**config.mk**
```make
export PLATFORM = sky130hd
export DESIGN_NAME = context_bitplane_decompressor
export DESIGN_NICKNAME = d
export VERILOG_FILES = /design/src/hw/rtl/cbd_pkg.sv /design/src/hw/rtl/cbd_front.sv /design/src/hw/rtl/cbd_engine.sv /design/src/hw/rtl/context_bitplane_decompressor.sv
export VERILOG_INCLUDE_DIRS = /design/src /design/src/hw/rtl
export SDC_FILE = /design/constraint.sdc
export NUM_CORES = 1
export LEC_CHECK = 0
export BUFFER_PORTS_ARGS = -buffer_cell sky130_fd_sc_hd__buf_4
export CAP_MARGIN = 5
export CORE_MARGIN = 8
export CORE_UTILIZATION = 56
export CTS_CLUSTER_DIAMETER = 80
export CTS_CLUSTER_SIZE = 30
export DETAILED_ROUTE_END_ITERATION = 7
export GPL_TIMING_DRIVEN = 0
export PLACE_DENSITY = 0.77
export SYNTH_ARGS = -nofsm -noshare
export SYNTH_HDL_FRONTEND = slang
export SYNTH_HIERARCHICAL = 1
export SYNTH_SLANG_ARGS = --single-unit
export TNS_END_PERCENT = 5
```
**constraint.sdc**
```tcl
create_clock -name aclk -period 13.65 [get_ports aclk]
set_clock_uncertainty 0.1 [all_clocks]
set_input_delay 0.6825 -clock aclk [delete_from_list [all_inputs] [get_ports aclk]]
set_output_delay 0.6825 -clock aclk [all_outputs]
set_load 0.1 [all_outputs]
```
**src/hw/rtl/context_bitplane_decompressor_macros.svh**
```systemverilog
// ---------------------------------------------------------------------------
// Context bitplane decompressor assertion macros
// Shared concurrent assertion forms used by the RTL.
// ---------------------------------------------------------------------------
`ifndef CONTEXT_BITPLANE_DECOMPRESSOR_MACROS_SVH
`define CONTEXT_BITPLANE_DECOMPRESSOR_MACROS_SVH

// Same-cycle implication, disabled in reset
`define CBD_ASSERT_IMPL(lbl, clk, rstn, ante, cons) \
    lbl: assert property (@(posedge clk) disable iff (!(rstn)) (ante) |-> (cons)) \
        else $error("cbd assertion failed");

// Next-cycle implication, disabled in reset
`define CBD_ASSERT_NEXT(lbl, clk, rstn, ante, cons) \
    lbl: assert property (@(posedge clk) disable iff (!(rstn)) (ante) |=> (cons)) \
        else $error("cbd assertion failed");

`endif

```
**src/hw/rtl/cbd_pkg.sv**
```systemverilog
// ---------------------------------------------------------------------------
// cbd_pkg
// Types, constants and tables of the context bitplane decompressor.
// ---------------------------------------------------------------------------
package cbd_pkg;

    localparam int RING_DEPTH = 32;
    localparam int RING_AW    = $clog2(RING_DEPTH);
    localparam int RING_FW    = $clog2(RING_DEPTH + 1);

    // Input word kinds
    localparam logic [1:0] KIND_START = 2'd0;
    localparam logic [1:0] KIND_PUSH  = 2'd1;
    localparam logic [1:0] KIND_PULL  = 2'd2;

    // Result status codes
    localparam logic [1:0] STAT_OK      = 2'd0;
    localparam logic [1:0] STAT_STARVED = 2'd1;
    localparam logic [1:0] STAT_IDLE    = 2'd2;

    localparam logic [1:0] PMODE_BYTE = 2'd3;

    typedef enum logic [1:0] {
        OP_START,
        OP_PUSH,
        OP_PULL
    } op_t;

    typedef struct packed {
        op_t         op;
        logic [7:0]  data;
        logic [15:0] len;
    } cmd_t;

    typedef enum logic [1:0] {
        ST_IDLE,
        ST_PLANE,
        ST_GEN,
        ST_OUT
    } eng_state_t;

    typedef struct packed {
        logic [2:0] code;
        logic [5:0] nxt_mps;
        logic [5:0] nxt_lps;
    } evo_t;

    // Probability state evolution: Golomb order, next on run end, next on LPS
    function automatic evo_t evo_entry(input logic [5:0] st);
        evo_t e;
        case (st)
            6'd0:  e = '{3'd0, 6'd25, 6'd25};
            6'd1:  e = '{3'd0, 6'd2,  6'd1};
            6'd2:  e = '{3'd0, 6'd3,  6'd1};
            6'd3:  e = '{3'd0, 6'd4,  6'd2};
            6'd4:  e = '{3'd0, 6'd5,  6'd3};
            6'd5:  e = '{3'd1, 6'd6,  6'd4};
            6'd6:  e = '{3'd1, 6'd7,  6'd5};
            6'd7:  e = '{3'd1, 6'd8,  6'd6};
            6'd8:  e = '{3'd1, 6'd9,  6'd7};
            6'd9:  e = '{3'd2, 6'd10, 6'd8};
            6'd10: e = '{3'd2, 6'd11, 6'd9};
            6'd11: e = '{3'd2, 6'd12, 6'd10};
            6'd12: e = '{3'd2, 6'd13, 6'd11};
            6'd13: e = '{3'd3, 6'd14, 6'd12};
            6'd14: e = '{3'd3, 6'd15, 6'd13};
            6'd15: e = '{3'd3, 6'd16, 6'd14};
            6'd16: e = '{3'd3, 6'd17, 6'd15};
            6'd17: e = '{3'd4, 6'd18, 6'd16};
            6'd18: e = '{3'd4, 6'd19, 6'd17};
            6'd19: e = '{3'd5, 6'd20, 6'd18};
            6'd20: e = '{3'd5, 6'd21, 6'd19};
            6'd21: e = '{3'd6, 6'd22, 6'd20};
            6'd22: e = '{3'd6, 6'd23, 6'd21};
            6'd23: e = '{3'd7, 6'd24, 6'd22};
            6'd24: e = '{3'd7, 6'd24, 6'd23};
            6'd25: e = '{3'd0, 6'd26, 6'd1};
            6'd26: e = '{3'd1, 6'd27, 6'd2};
            6'd27: e = '{3'd2, 6'd28, 6'd4};
            6'd28: e = '{3'd3, 6'd29, 6'd8};
            6'd29: e = '{3'd4, 6'd30, 6'd12};
            6'd30: e = '{3'd5, 6'd31, 6'd16};
            6'd31: e = '{3'd6, 6'd32, 6'd18};
            6'd32: e = '{3'd7, 6'd24, 6'd22};
            default: e = '{3'd0, 6'd25, 6'd25};
        endcase
        return e;
    endfunction

    function automatic logic [7:0] bit_rev8(input logic [7:0] v);
        logic [7:0] r;
        for (int i = 0; i < 8; i++) begin
            r[i] = v[7 - i];
        end
        return r;
    endfunction

endpackage

```
**src/hw/rtl/cbd_front.sv**
```systemverilog
// ---------------------------------------------------------------------------
// cbd_front
// Accepts input words, turns them into engine commands, and buffers them
// in a two-entry queue. Words of unused kind are dropped here.
// ---------------------------------------------------------------------------
module cbd_front
    import cbd_pkg::*;
(
    input  logic        aclk,
    input  logic        aresetn,
    input  logic        s_valid,
    output logic        s_ready,
    input  logic [1:0]  s_kind,
    input  logic [7:0]  s_data_byte,
    input  logic [15:0] s_out_length,
    output logic        cmd_valid,
    output cmd_t        cmd,
    input  logic        cmd_pop
);

    cmd_t       q_reg [2];
    logic       wr_ptr_reg, rd_ptr_reg;
    logic [1:0] cnt_reg;
    logic       keep;
    logic       push;
    cmd_t       cls;

    // Classify
    always_comb begin
        cls      = '{OP_PULL, s_data_byte, s_out_length};
        keep     = 1'b1;
        case (s_kind)
            KIND_START: cls.op = OP_START;
            KIND_PUSH:  cls.op = OP_PUSH;
            KIND_PULL:  cls.op = OP_PULL;
            default:    keep = 1'b0;
        endcase
    end

    assign s_ready   = (cnt_reg != 2'd2);
    assign push      = s_valid && s_ready && keep;
    assign cmd_valid = (cnt_reg != 2'd0);
    assign cmd       = q_reg[rd_ptr_reg];

    // Queue storage
    always_ff @(posedge aclk) begin
        if (push) begin
            q_reg[wr_ptr_reg] <= cls;
        end
    end

    // Queue pointers
    always_ff @(posedge aclk) begin
        if (!aresetn) begin
            wr_ptr_reg <= 1'b0;
            rd_ptr_reg <= 1'b0;
            cnt_reg    <= 2'd0;
        end else begin
            if (push) begin
                wr_ptr_reg <= ~wr_ptr_reg;
            end
            if (cmd_pop) begin
                rd_ptr_reg <= ~rd_ptr_reg;
            end
            cnt_reg <= cnt_reg + {1'b0, push} - {1'b0, cmd_pop};
        end
    end

endmodule

```
**src/hw/rtl/cbd_engine.sv**
```systemverilog
// ---------------------------------------------------------------------------
// cbd_engine
// Runs commands: start clears the model, push fills the compressed ring,
// pull returns one output byte, decoded bit by bit through the context model.
// ---------------------------------------------------------------------------
module cbd_engine
    import cbd_pkg::*;
(
    input  logic       aclk,
    input  logic       aresetn,
    input  logic       cmd_valid,
    input  cmd_t       cmd,
    output logic       cmd_pop,
    output logic       m_valid,
    input  logic       m_ready,
    output logic [7:0] m_out_byte,
    output logic       m_last,
    output logic [1:0] m_status
);

`include "context_bitplane_decompressor_macros.svh"

    eng_state_t state_reg, state_next;

    logic [7:0]         ring [RING_DEPTH];
    logic [7:0]         rd0_reg, rd1_reg;
    logic [RING_AW-1:0] head_reg, head_inc;
    logic [RING_FW-1:0] fill_reg;
    logic [2:0]         off_reg;
    logic [1:0]         pmode_reg, cmode_reg;
    logic [2:0]         plane_reg;
    logic [6:0]         bitcnt_reg;
    logic [15:0]        hist_reg [8];
    logic [5:0]         cst_reg [32];
    logic               mps_reg [32];
    logic [7:0]         run_reg [8];
    logic               lps_reg [8];
    logic [7:0]         held_reg;
    logic               heldv_reg, helds_reg;
    logic [16:0]        left_reg;
    logic               starved_reg;
    logic [4:0]         ctx_reg;
    logic [3:0]         step_reg;
    logic [7:0]         res_reg, sec_reg;
    logic               noxfer_reg, pair_reg;
    logic               m_valid_reg, m_last_reg;
    logic [7:0]         m_byte_reg;
    logic [1:0]         m_stat_reg;

    // Control decode
    logic do_start, do_push, do_pull, out_fire, last_bit, take_held;

    // Ring addressing
    logic [RING_AW:0]   tail_sum;
    logic [RING_AW-1:0] tail;
    logic               wr_en;
    logic [RING_AW-1:0] wr_addr;

    assign head_inc = (head_reg == RING_AW'(RING_DEPTH - 1)) ? '0 : head_reg + 1'b1;
    assign tail_sum = {1'b0, head_reg} + (RING_AW + 1)'(fill_reg);
    assign tail     = (tail_sum >= (RING_AW + 1)'(RING_DEPTH))
                      ? RING_AW'(tail_sum - (RING_AW + 1)'(RING_DEPTH))
                      : tail_sum[RING_AW-1:0];

    // Compressed byte ring, two registered read ports
    always_ff @(posedge aclk) begin
        if (wr_en) begin
            ring[wr_addr] <= cmd.data;
        end
        rd0_reg <= ring[head_reg];
        rd1_reg <= ring[head_inc];
    end

    // Plane selection and context formation
    logic [2:0]  pl_new;
    logic [15:0] h;
    logic [4:0]  ctx_new;
    always_comb begin
        pl_new = plane_reg ^ 3'd1;
        unique case (pmode_reg)
            2'd0: pl_new = plane_reg ^ 3'd1;
            2'd1: if (bitcnt_reg == 7'd0) pl_new = (plane_reg ^ 3'd1) + 3'd2;
            2'd2: if (bitcnt_reg == 7'd0) pl_new = plane_reg ^ 3'd3;
            default: pl_new = bitcnt_reg[2:0];
        endcase
        h = hist_reg[pl_new];
        unique case (cmode_reg)
            2'd0:    ctx_new = {pl_new[0], h[8:6], h[0]};
            2'd1:    ctx_new = {pl_new[0], h[8:7], 1'b0, h[0]};
            2'd2:    ctx_new = {pl_new[0], 1'b0, h[7:6], h[0]};
            default: ctx_new = {pl_new[0], h[8:7], h[1:0]};
        endcase
    end

    // Run generator with codeword fetch
    logic [5:0] st, st_eff;
    evo_t       ent;
    logic [2:0] k;
    logic [7:0] rl, rl1, rl2, mask, b0, b1, cw0, cw, bits, rev, run_f;
    logic       lp, lp1, lp2, fetch, bit_raw, run_end, out_bit, stv;
    logic [3:0] cnt, cnt2;
    logic       adv;
    always_comb begin
        st      = cst_reg[ctx_reg];
        st_eff  = (st > 6'd32) ? 6'd0 : st;
        ent     = evo_entry(st_eff);
        k       = ent.code;
        rl      = run_reg[k];
        lp      = lps_reg[k];
        fetch   = (rl == 8'd0) && !lp;
        mask    = 8'((9'd1 << k) - 9'd1);
        b0      = (fill_reg != '0) ? rd0_reg : 8'd0;
        cw0     = 8'({8'h00, b0} << off_reg);
        cnt     = {1'b0, off_reg} + 4'd1;
        stv     = fetch && (fill_reg == '0);
        cw      = cw0;
        cnt2    = cnt;
        b1      = (fill_reg > RING_FW'(1)) ? rd1_reg : 8'd0;
        if (cw0[7]) begin
            cw   = cw0 | (b1 >> (4'd9 - cnt));
            cnt2 = cnt + {1'b0, k};
            stv  = stv || (fetch && (fill_reg <= RING_FW'(1)));
        end
        adv     = fetch && cnt2[3];
        bits    = (cw >> (3'd7 - k)) & mask;
        rev     = 8'(bit_rev8(bits) >> (4'd8 - {1'b0, k}));
        run_f   = cw[7] ? (rev ^ mask) : 8'(9'd1 << k);
        rl1     = fetch ? run_f : rl;
        lp1     = fetch ? cw[7] : lp;
        bit_raw = (rl1 == 8'd0);
        rl2     = bit_raw ? rl1 : rl1 - 8'd1;
        lp2     = bit_raw ? 1'b0 : lp1;
        run_end = (rl2 == 8'd0) && !lp2;
        out_bit = bit_raw ^ mps_reg[ctx_reg];
    end

    // FSM
    always_ff @(posedge aclk) begin
        if (!aresetn) begin
            state_reg <= ST_IDLE;
        end else begin
            state_reg <= state_next;
        end
    end

    assign last_bit = (pmode_reg == PMODE_BYTE) ? (step_reg == 4'd7) : (step_reg == 4'd15);
    assign out_fire = !m_valid_reg || m_ready;

    always_comb begin
        state_next = state_reg;
        cmd_pop    = 1'b0;
        do_start   = 1'b0;
        do_push    = 1'b0;
        do_pull    = 1'b0;
        unique case (state_reg)
            ST_IDLE: begin
                if (cmd_valid) begin
                    cmd_pop = 1'b1;
                    unique case (cmd.op)
                        OP_START: do_start = 1'b1;
                        OP_PUSH:  do_push  = 1'b1;
                        default: begin
                            do_pull = 1'b1;
                            if (left_reg == 17'd0 ||
                                (pmode_reg != PMODE_BYTE && heldv_reg)) begin
                                state_next = ST_OUT;
                            end else begin
                                state_next = ST_PLANE;
                            end
                        end
                    endcase
                end
            end
            ST_PLANE: state_next = ST_GEN;
            ST_GEN:   state_next = last_bit ? ST_OUT : ST_PLANE;
            default:  if (out_fire) state_next = ST_IDLE;
        endcase
    end

    assign wr_en     = do_start || (do_push && fill_reg < RING_FW'(RING_DEPTH));
    assign wr_addr   = do_start ? '0 : tail;
    assign take_held = (left_reg != 17'd0) && (pmode_reg != PMODE_BYTE) && heldv_reg;

    // Decoder state
    always_ff @(posedge aclk) begin
        if (!aresetn) begin
            head_reg    <= '0;
            fill_reg    <= '0;
            off_reg     <= 3'd4;
            pmode_reg   <= 2'd0;
            cmode_reg   <= 2'd0;
            plane_reg   <= 3'd0;
            bitcnt_reg  <= 7'd0;
            held_reg    <= 8'd0;
            heldv_reg   <= 1'b0;
            helds_reg   <= 1'b0;
            left_reg    <= 17'd0;
            starved_reg <= 1'b0;
            noxfer_reg  <= 1'b0;
            pair_reg    <= 1'b0;
            step_reg    <= 4'd0;
            for (int i = 0; i < 8; i++) begin
                hist_reg[i] <= 16'd0;
                run_reg[i]  <= 8'd0;
                lps_reg[i]  <= 1'b0;
            end
            for (int i = 0; i < 32; i++) begin
                cst_reg[i] <= 6'd0;
                mps_reg[i] <= 1'b0;
            end
        end else begin
            if (do_start) begin
                head_reg   <= '0;
                fill_reg   <= RING_FW'(1);
                off_reg    <= 3'd4;
                pmode_reg  <= cmd.data[7:6];
                cmode_reg  <= cmd.data[5:4];
                unique case (cmd.data[7:6])
                    2'd0:    plane_reg <= 3'd1;
                    2'd1:    plane_reg <= 3'd7;
                    2'd2:    plane_reg <= 3'd3;
                    default: plane_reg <= 3'd0;
                endcase
                bitcnt_reg <= 7'd0;
                held_reg   <= 8'd0;
                heldv_reg  <= 1'b0;
                helds_reg  <= 1'b0;
                left_reg   <= (cmd.len == 16'd0) ? 17'h10000 : {1'b0, cmd.len};
                for (int i = 0; i < 8; i++) begin
                    hist_reg[i] <= 16'd0;
                    run_reg[i]  <= 8'd0;
                    lps_reg[i]  <= 1'b0;
                end
                for (int i = 0; i < 32; i++) begin
                    cst_reg[i] <= 6'd0;
                    mps_reg[i] <= 1'b0;
                end
            end
            if (do_push && fill_reg < RING_FW'(RING_DEPTH)) begin
                fill_reg <= fill_reg + 1'b1;
            end
            // Pull setup
            if (do_pull) begin
                step_reg    <= 4'd0;
                noxfer_reg  <= (left_reg == 17'd0);
                pair_reg    <= (pmode_reg != PMODE_BYTE) && !heldv_reg;
                starved_reg <= take_held ? helds_reg : 1'b0;
                if (take_held) begin
                    res_reg   <= held_reg;
                    heldv_reg <= 1'b0;
                end
            end
            if (state_reg == ST_PLANE) begin
                plane_reg <= pl_new;
                ctx_reg   <= ctx_new;
            end
            // One context bit
            if (state_reg == ST_GEN) begin
                run_reg[k] <= rl2;
                lps_reg[k] <= lp2;
                if (adv) begin
                    head_reg <= head_inc;
                    if (fill_reg != '0) fill_reg <= fill_reg - 1'b1;
                end
                if (fetch) off_reg <= cnt2[2:0];
                starved_reg <= starved_reg || stv;
                if (run_end) begin
                    if (bit_raw) begin
                        if (st_eff < 6'd2) mps_reg[ctx_reg] <= !mps_reg[ctx_reg];
                        cst_reg[ctx_reg] <= ent.nxt_lps;
                    end else begin
                        cst_reg[ctx_reg] <= ent.nxt_mps;
                    end
                end
                hist_reg[plane_reg] <= {hist_reg[plane_reg][14:0], out_bit};
                bitcnt_reg <= bitcnt_reg + 7'd1;
                step_reg   <= step_reg + 4'd1;
                if (pmode_reg == PMODE_BYTE) begin
                    res_reg <= {out_bit, res_reg[7:1]};
                end else if (!step_reg[0]) begin
                    res_reg <= {res_reg[6:0], out_bit};
                end else begin
                    sec_reg <= {sec_reg[6:0], out_bit};
                end
            end
            // Result handoff
            if (state_reg == ST_OUT && out_fire && !noxfer_reg) begin
                left_reg <= left_reg - 17'd1;
                if (left_reg == 17'd1) begin
                    heldv_reg <= 1'b0;
                    helds_reg <= 1'b0;
                end else if (pair_reg) begin
                    held_reg  <= sec_reg;
                    heldv_reg <= 1'b1;
                    helds_reg <= starved_reg;
                end
            end
        end
    end

    // Output register
    always_ff @(posedge aclk) begin
        if (!aresetn) begin
            m_valid_reg <= 1'b0;
        end else if (state_reg == ST_OUT && out_fire) begin
            m_valid_reg <= 1'b1;
            m_byte_reg  <= noxfer_reg ? 8'd0 : res_reg;
            m_last_reg  <= !noxfer_reg && (left_reg == 17'd1);
            m_stat_reg  <= noxfer_reg ? STAT_IDLE : (starved_reg ? STAT_STARVED : STAT_OK);
        end else if (m_ready) begin
            m_valid_reg <= 1'b0;
        end
    end

    assign m_valid    = m_valid_reg;
    assign m_out_byte = m_byte_reg;
    assign m_last     = m_last_reg;
    assign m_status   = m_stat_reg;

    `CBD_ASSERT_IMPL(a_fill_bound, aclk, aresetn, 1'b1, fill_reg <= RING_FW'(RING_DEPTH))
    `CBD_ASSERT_IMPL(a_held_mode, aclk, aresetn, heldv_reg, pmode_reg != PMODE_BYTE)
    `CBD_ASSERT_IMPL(a_held_xfer, aclk, aresetn, heldv_reg, left_reg != 17'd0)
    `CBD_ASSERT_IMPL(a_pop_idle, aclk, aresetn, cmd_pop, state_reg == ST_IDLE && cmd_valid)

endmodule

```
**src/hw/rtl/context_bitplane_decompressor.sv**
```systemverilog
// ---------------------------------------------------------------------------
// context_bitplane_decompressor
// Context-modelled Golomb run-length bitplane decompressor, top level.
//
//  channel | dir | ports                                   | moves on
//  s_      | in  | s_kind, s_data_byte, s_out_length       | s_valid & s_ready
//  m_      | out | m_out_byte, m_last, m_status            | m_valid & m_ready
//
// Start and push are done in the dispatch state. A pull that decodes goes
// through dispatch, then plane select and run generator for each context bit
// (8 in the byte-per-row mode, 16 for a pair), then handoff; a held byte or a
// pull with no transfer goes from dispatch straight to handoff.
// Reset is synchronous, active low, and clears model and control state at once.
// A two-word command queue lets input words be taken while the engine
// works or the result register waits on m_ready.
// ---------------------------------------------------------------------------
module context_bitplane_decompressor
    import cbd_pkg::*;
(
    input  logic        aclk,
    input  logic        aresetn,
    input  logic        s_valid,
    output logic        s_ready,
    input  logic [1:0]  s_kind,
    input  logic [7:0]  s_data_byte,
    input  logic [15:0] s_out_length,
    output logic        m_valid,
    input  logic        m_ready,
    output logic [7:0]  m_out_byte,
    output logic        m_last,
    output logic [1:0]  m_status
);

    logic cmd_valid, cmd_pop;
    cmd_t cmd;

    cbd_front u_front (
        .aclk         (aclk),
        .aresetn      (aresetn),
        .s_valid      (s_valid),
        .s_ready      (s_ready),
        .s_kind       (s_kind),
        .s_data_byte  (s_data_byte),
        .s_out_length (s_out_length),
        .cmd_valid    (cmd_valid),
        .cmd          (cmd),
        .cmd_pop      (cmd_pop)
    );

    cbd_engine u_engine (
        .aclk       (aclk),
        .aresetn    (aresetn),
        .cmd_valid  (cmd_valid),
        .cmd        (cmd),
        .cmd_pop    (cmd_pop),
        .m_valid    (m_valid),
        .m_ready    (m_ready),
        .m_out_byte (m_out_byte),
        .m_last     (m_last),
        .m_status   (m_status)
    );

endmodule
```
==> results.env, run 1 <==
ANTENNA_VIOLATIONS_BEFORE_REPAIR=1
WORSTSETUPPATHTYPE='flip-flop to flip-flop'
CRITICAL-PATH-TOP-CELL-BY-COUNT='buf_2'
CTS_HOLD_BUFFERS=0
FP-ROW-COUNT=98
FIN_SETUP_TNS_NS=0
PLACEABLECOREAREA_UM2=71200
TIMING_WORST_SLEW_PIN_VALUE_NS=1.26
RSZ0062_AT_GRT='no'
HOLD_PATH.CLASS='input port to flip-flop'
ROUTE.ANTENNA.REMAINING_NETS=0
TRITONCTS_NUM_SINKS=802
MAXIMUM_NUMBER_OF_PINS_ON_ONE_NET_BEFORE_GLOBAL_ROUTE_REPAIR=36
START_KIND='flip-flop'
CP.REQUIRED_NS=13.79
IOS=43
CP.ARRIVAL_NS=13.40
TIMING.CRITICAL_PATH.FANOUT_MAX=13
DRV.MAX_CAP_VIOLATION_COUNT=0
SETUP_VIOL=0
YOSYS-TOP-CELLS-AREA='edfxtp_1, mux4_2, dfxtp_1'
SYNTHESIS.INSTANCES=3101
SYNTH_AREA_LEADER_CELL='edfxtp_1'
FILLERS=5363
YS_SEQ_AREA_FRAC=0.572
START_UTIL=0.563
SYNTH_ASYNC_SR_FLOP_SHARE=0
FP.DIEAREA_UM2=80400
SYNTH_EDF_COUNT=686
CTS.CLK_SLEW.WORST_PATHS_NS=0.11
YOSYSWARNINGS=6
CLOCKBUFFERDEPTH=3
POSTSYNTHAREAPERCELL_UM2=12.9
CPMAXSTAGEDELAYCELL='o21ai_0'
GRT_FIRST_PASS_WIRELENGTH_MM=167
TIMING.FINAL.WS_SETUP_NS=0.393
FIRST_ITER_VIOLATIONS=4533
SYNTH_FP_NETS=3178
DRT_WL_TOTAL_MM=111
POST-ROUTE-DRC-COUNT=0
YOSYS.CELL_COUNT.TOP_TYPE='edfxtp_1'
FLOORPLAN.DIE.WIDTH_UM=284
DP_SLACK_NS=0.889
SYN_TO_FINAL_GROWTH_PCT=6.90
DP_HPWL_MM=79.9
MAX_FREQ_MHz=75.4
PERIOD_MINUS_SLACK_NS=13.26
CTS_TREE='built'
VERTICAL_DIE_DIMENSION_UM=284
COUNT_OF_BUFFERS_FROM_PORT_BUFFERING=42
LAYOUT_WORST_PATH_CYCLE_SHARE=0.971
HOLD_VIOL=0
STATIC-LEAKAGE-POWER_nW=14.3
LEADING_POST_SYNTHESIS_CELLS_BY_INSTANCE_COUNT='edfxtp_1, nor2_1, nand2_1, mux4_2, clkbuf_1'
FIN_WORST_HOLD_SLACK_NS=0.140
LARGEST_REG_FLOPS=256
POWERDENSITY_nW_PER_UM2=248
GLOBALROUTETOTALUTIL=0.266
OUTCOME='finished, final reports clean'
NNETSFINAL=3260
TOP_REG_CELL_SYNTH='edfxtp_1'
MAX-SLEW-MARGIN-REL=0.159
CTS_MADE_BUFFERS=37
DRT-WIRELENGTH-PER-CELL_UM=26.6
DRIVE_ABOVE_1_SHARE=0.155
CRITICAL-PATH-MAX-STAGE-DELAY_NS=0.93
DRT_PASS1_ITERATIONS=6
GP_ROUTABILITY_CONGESTION=0.990
CLOCK-ROOT-BUFFER='clkbuf_16'
ROUTED-VIA-COUNT=28312
CRIT_PATH_CAPTURE_TYPE='flip-flop'
CTS_MAX_LEVEL=2
POST-SYNTH-TOP-AREA-FRACTION=0.514
GRT_OVERFLOW_TOTAL=0
SYN-CELL-AREA_UM2=40100
TIMING_MAX_TRANSITION_VIOLATIONS_FINAL=0
WORSTSKEWPAIRLATENCY_NS=0.63
VDD.IR_DROP.WORST_uV=261
FINALPOWER_mW=10.6
SYNTH.FF_LATCH_COUNT=802
POST_DRT_VIA_CELL_RATIO=6.80
FIRST_GLOBAL_VIAS=27836
YOSYSUNIQUECELLTYPES=104
==> critical path, delay by kind of cell (launching register included) <==
kind	cells	cell delay, ns
buf+inv	14	4.64
compound gates	10	3.19
simple gates	7	2.04
mux	3	1.34
fa+ha+maj	3	0.75
xor+xnor	2	0.45
flops	1	0.31
==> metrics by stage <==
| step | instances | instance area, um2 | util |
|---|---|---|---|
| floorplan | 3101 | 40100 | - |
| global placement | 4093 | 41600 | 0.584 |
| detailed placement | 4094 | 41600 | 0.584 |
| CTS | 4162 | 42900 | 0.602 |
| global route | 4162 | 42900 | 0.602 |
| finish | 4163 | 42900 | 0.602 |
==> final cells by class <==
class,instances,area (um2),share of cell area
flip-flops and latches,802,22900,0.535
multi-input cells,2025,16000,0.374
well taps,950,1190,0.0277
clock buffers,49,972,0.0227
plain buffers,208,897,0.0209
repair buffers,43,330,0.00771
clock inverters,19,255,0.00595
inverters,66,248,0.00578
diodes,1,2.50,0.0000584
==> placed cells by master (no fill, tap or decap), types with 29 or more instances in the layout <==
master,count
o21ai_0,109
nor2b_1,51
nand3_1,70
a31oi_1,29
a21oi_1,65
nand2_1,296
buf_1,31
buf_4,57
dfxtp_1,116
buf_2,36
edfxtp_1,686
inv_1,60
mux2_2,60
mux4_2,233
clkbuf_16,37
nor3_1,69
nor2_1,437
ha_1,45
mux2i_1,99
clkbuf_1,135
nand4_1,33
==> path summary, 6_finish.rpt <==
path	from	endpoint	slack, ns	depth (start not counted)
setup / recovery	flip-flop	u_engine/cst_reg[30][1]	0.39	39
hold reg to reg	u_engine/sec_reg[5]	u_engine/sec_reg[6]	0.37	0
hold / removal	s_data_byte[4]	u_front/q_reg[0][20]	0.14	1
setup reg to reg	flip-flop	u_engine/cst_reg[30][1]	0.39	39
==> routing by layer <==
layer | up-vias | wire (um) | global-route usage
met5 | - | 13 | 0
met2 | 1939 | 52900 | 0.436
met4 | 2 | 4860 | 0.102
met3 | 332 | 12200 | 0.0500
li1 | 11995 | - | -
met1 | 14044 | 40800 | 0.352
==> timing repair <==
action | CTS | global route
setup buffers | 0 | 0
setup endpoints to repair | 0 | 4
gates resized for setup | 0 | 1
==> logic make-up after synthesis <==
group                    after synthesis  share of synthesized area
multiplexers                         395                      0.173
buffers and inverters                274                     0.0286
flip-flops                           802                      0.572
AND/OR/NAND/NOR                     1104                      0.127
adder cells (fa/ha/maj)               48                     0.0153
XOR/XNOR                              34                    0.00743
AO/OA/AOI/OAI                        444                     0.0765
==> power breakdown <==
group          internal (mW)  total [mW]  leakage (nW)  switching, mW
clock                  0.564        1.38         0.595          0.812
sequential              3.00        3.12          7.63          0.126
combinational           1.89        6.15          6.04           4.26
total                   5.45        10.6          14.3           5.20
Power figures use the tool's default switching activity.
==> run 2, diff against run 1 <==
--- a/config.mk
+++ b/config.mk
@@ -8,13 +8,15 @@
 export LEC_CHECK = 0
 export BUFFER_PORTS_ARGS = -buffer_cell sky130_fd_sc_hd__buf_4
 export CAP_MARGIN = 5
+export CELL_PAD_IN_SITES_DETAIL_PLACEMENT = 1
+export CELL_PAD_IN_SITES_GLOBAL_PLACEMENT = 1
 export CORE_MARGIN = 8
-export CORE_UTILIZATION = 56
+export CORE_UTILIZATION = 53
 export CTS_CLUSTER_DIAMETER = 80
 export CTS_CLUSTER_SIZE = 30
 export DETAILED_ROUTE_END_ITERATION = 7
 export GPL_TIMING_DRIVEN = 0
-export PLACE_DENSITY = 0.77
+export PLACE_DENSITY = 0.85
 export SYNTH_ARGS = -nofsm -noshare
 export SYNTH_HDL_FRONTEND = slang
 export SYNTH_HIERARCHICAL = 1
==> results.env, run 2 (synthesis gave the netlist of run 1 again) <==
FIRST_ITER_VIOLATIONS=3253  # -28%
ROUTE.ANTENNA.REMAINING_NETS=0  # unchanged
MOST-COMMON-LAYOUT-CELLS='edfxtp_1, nor2_1, nand2_1, mux4_2, clkbuf_1'
DETAILROUTE.WIRELENGTH.MET3_MM=10.6  # -13%
COUNT_OF_BUFFERS_FROM_PORT_BUFFERING=42  # unchanged
SEQ_POWER_SHARE=0.284  # -0.009
OUTCOME='finished, final reports clean'
HOLD_PATH.CLASS='input port to flip-flop'
CRITICAL-PATH-MAX-STAGE-DELAY_NS=0.94  # about the same
WORST_HOLD_STARTPOINT='s_out_length[15]'
GLOBALROUTETOTALUTIL=0.285  # +0.0193
CLOCK-ROOT-BUFFER='clkbuf_16'
MULTI_INPUT_COMB_AREA_UM2=16000  # about the same
FP-ROW-COUNT=101  # +3.1%
ROUTED-VIA-COUNT=28790  # +1.7%
DRT_PASS1_ITERATIONS=6  # unchanged
SWSHARE=0.498  # +0.0104
CTS_POST_SETUP_BUFFERS_INSERTED=0  # unchanged
GP_ROUTABILITY_CONGESTION=0.934  # -5.6%
CP.REQUIRED_NS=13.86  # +0.07 ns
DRT_WL_TOTAL_MM=125  # +12%
DRIVE_ABOVE_1_SHARE=0.159  # +0.00422
MAX_FREQ_MHz=74.3  # -1.5%
CPMAXSTAGEDELAYCELL='nor4b_4'
STATIC-LEAKAGE-POWER_nW=14.4  # +0.68%
FILLERS=7375  # +38%
GRT_OVERFLOW_TOTAL=0  # unchanged
TIMING_WORST_SLEW_PIN_VALUE_NS=1.23  # -0.0261 ns
DP_HPWL_MM=91.3  # +14%
GRT_FIRST_PASS_WIRELENGTH_MM=187  # +12%
FP.DIEAREA_UM2=84700  # +5.3%
CRITICAL_PATH.REG2REG.ENDPOINT='u_engine/cst_reg[28][1]'
TOP_LAYER_USED='met4'
IOS=43  # unchanged
ANTENNA_VIOLATIONS_BEFORE_REPAIR=1  # unchanged
POWER.INTERNAL_mW=5.53  # +1.5%
FIRST_GLOBAL_VIAS=29759  # +6.9%
SETUP_VIOL=0  # unchanged
MET1_LENGTH_MM=46.7  # +14%
FINAL_CELL_COUNT_NO_FILL=4200  # +0.89%
PERIOD_MINUS_SLACK_NS=13.46  # +0.207 ns
TRITONCTS_NUM_SINKS=802  # unchanged
LAYOUT_WORST_PATH_CYCLE_SHARE=0.986  # +0.0151
FF2FF_PATH_DEPTH=38  # -2.6%
START_UTIL=0.531  # -0.0314
TIMING.CRITICAL_PATH.FANOUT_MAX=13  # unchanged
NET_LOAD_SWITCHING_POWER_mW=5.50  # +5.8%
POST-ROUTE-DRC-COUNT=0  # unchanged
DRV.MAX_CAP_VIOLATION_COUNT=0  # unchanged
POST_DRT_VIA_CELL_RATIO=6.85  # +0.79%
MAXIMUM_NUMBER_OF_PINS_ON_ONE_NET_BEFORE_GLOBAL_ROUTE_REPAIR=36  # unchanged
CTS_TREE='built'
POWER.SHARE.COMBINATIONAL=0.580  # +0.003
CTS_MADE_BUFFERS=40  # +8.1%
CTS_MAX_LEVEL=2  # unchanged
FF_LATCH_AREA_UM2=22900  # unchanged
HOLD-PATH-ENDPOINT='u_front/q_reg[0][15]'
CLKPWRFRAC=0.135  # +0.006
WORSTSETUPPATHTYPE='flip-flop to flip-flop'
CP.ARRIVAL_NS=13.68  # +0.28 ns
DRT-WIRELENGTH-PER-CELL_UM=29.7  # +11%
PLACEABLECOREAREA_UM2=75400  # +5.9%
VDD.IR_DROP.WORST_uV=187  # -28%
FIN_SETUP_TNS_NS=0  # unchanged
CTS_HOLD_BUFFERS=0  # unchanged
FLOORPLAN.DIE.WIDTH_UM=291  # +2.6%
CRIT_PATH_CAPTURE_TYPE='flip-flop'
CRITICAL-PATH-TOP-CELL-BY-COUNT='buf_2'
VERTICAL_DIE_DIMENSION_UM=291  # +2.6%
WORSTSKEWPAIRLATENCY_NS=0.63  # about the same
RSZ0062_AT_GRT='yes'
POWERDENSITY_nW_PER_UM2=256  # +2.9%
START_KIND='flip-flop'
MAX-SLEW-MARGIN-REL=0.168  # +0.00844
NNETSFINAL=3266  # +0.18%
WL_MET2_MM=62.3  # +18%
FINAL_COMMON_CELL='edfxtp_1'
SYN_TO_FINAL_GROWTH_PCT=7.54
SETUP.REG_TO_REG.WORST_SLACK_NS=0.19  # -0.21 ns
LARGEST_REG_FLOPS=256  # unchanged
MIN_DELAY_PATH_DEPTH=1  # unchanged
HOLD_VIOL=0  # unchanged
CLOCKBUFFERDEPTH=3  # unchanged
CTS.CLK_SLEW.WORST_PATHS_NS=0.11  # about the same
TIMING_MAX_TRANSITION_VIOLATIONS_FINAL=0  # unchanged
PLACED_CELLS=4123  # +0.71%
[run 2: changes by cell type in the layout (fill, tap and decap cells not counted), moves of 2 or more]
cell	change
clkinv_2	+3
clkinv_16	+2
o21ai_0	-2
clkbuf_1	-7
clkinv_4	+2
o21ai_1	+2
clkinv_8	+3
clkbuf_16	+4
inv_8	-2
clkinvlp_4	+3
[run 2: area by class of cell]
| type | count | area share |
|---|---|---|
| inverters | 66 | 0.00575 |
| clock buffers | 46 | 0.0245 |
| flip-flops and latches | 802 | 0.532 |
| multi-input cells | 2025 | 0.372 |
| diodes | 1 | 0.0000580 |
| well taps | 978 | 0.0284 |
| plain buffers | 208 | 0.0210 |
| clock inverters | 28 | 0.00865 |
| repair buffers | 46 | 0.00812 |
[run 2: worst max-delay path by stage]
stage	from	endpoint	slack, ns	depth (start not counted)
2_1_floorplan	flip-flop	u_engine/cst_reg[29][0]	4.03	41
3_3_place_gp	flip-flop	u_engine/cst_reg[31][3]	1.03	40
3_5_place_dp	flip-flop	u_engine/cst_reg[30][2]	0.60	39
4_1_cts	flip-flop	u_engine/cst_reg[30][2]	0.45	39
5_1_grt	flip-flop	u_engine/cst_reg[15][3]	-0.08	39
6_report	flip-flop	u_engine/cst_reg[28][1]	0.19	38
[run 2: power groups by stage]
stage	Sequential [mW]	Clock (mW)	Combinational, mW
finish	3.14	1.49	6.40
global route	3.16	1.58	6.72
CTS	3.13	1.51	6.21
detailed placement	3.19	0	6.13
global placement	3.16	0	5.88
floorplan	3.13	0	4.18
[run 2: stage by stage]
| stage | hold slack [ns] | worst slack (ns) | utilization | power, mW | instance area [um2] |
|---|---|---|---|---|---|
| after floorplan | 0.324 | 4.03 | - | 7.31 | 40100 |
| after global placement | 0.335 | 1.03 | 0.552 | 9.03 | 41600 |
| after detailed placement | 0.349 | 0.604 | 0.552 | 9.32 | 41700 |
| after CTS | 0.112 | 0.450 | 0.571 | 10.8 | 43100 |
| after global routing | 0.112 | -0.0825 | 0.572 | 11.5 | 43100 |
| final | 0.132 | 0.186 | 0.572 | 11.0 | 43100 |
[run 2: critical path: cells and delay by family, from the launching register on]
kind | cells | cell delay [ns]
buffers and inverters | 13 | 4.37
AND/OR/NAND/NOR | 8 | 3.36
AO/OA/AOI/OAI | 9 | 2.40
multiplexers | 3 | 1.30
adder cells (fa/ha/maj) | 3 | 0.78
XOR/XNOR | 2 | 0.44
flip-flops | 1 | 0.34
[run 2: metal layers]
| layer | vias to the layer above | global-route usage |
|---|---|---|
| met5 | - | 0 |
| met3 | 305 | 0.0459 |
| met4 | 0 | 0.107 |
| met2 | 1631 | 0.490 |
| li1 | 12034 | - |
| met1 | 14820 | 0.363 |
[run 2: what timing repair did]
action / in CTS / in global routing
setup endpoints to repair: 0 / 72
hold endpoints to repair: 0 / 0
gates resized for setup: 0 / 4
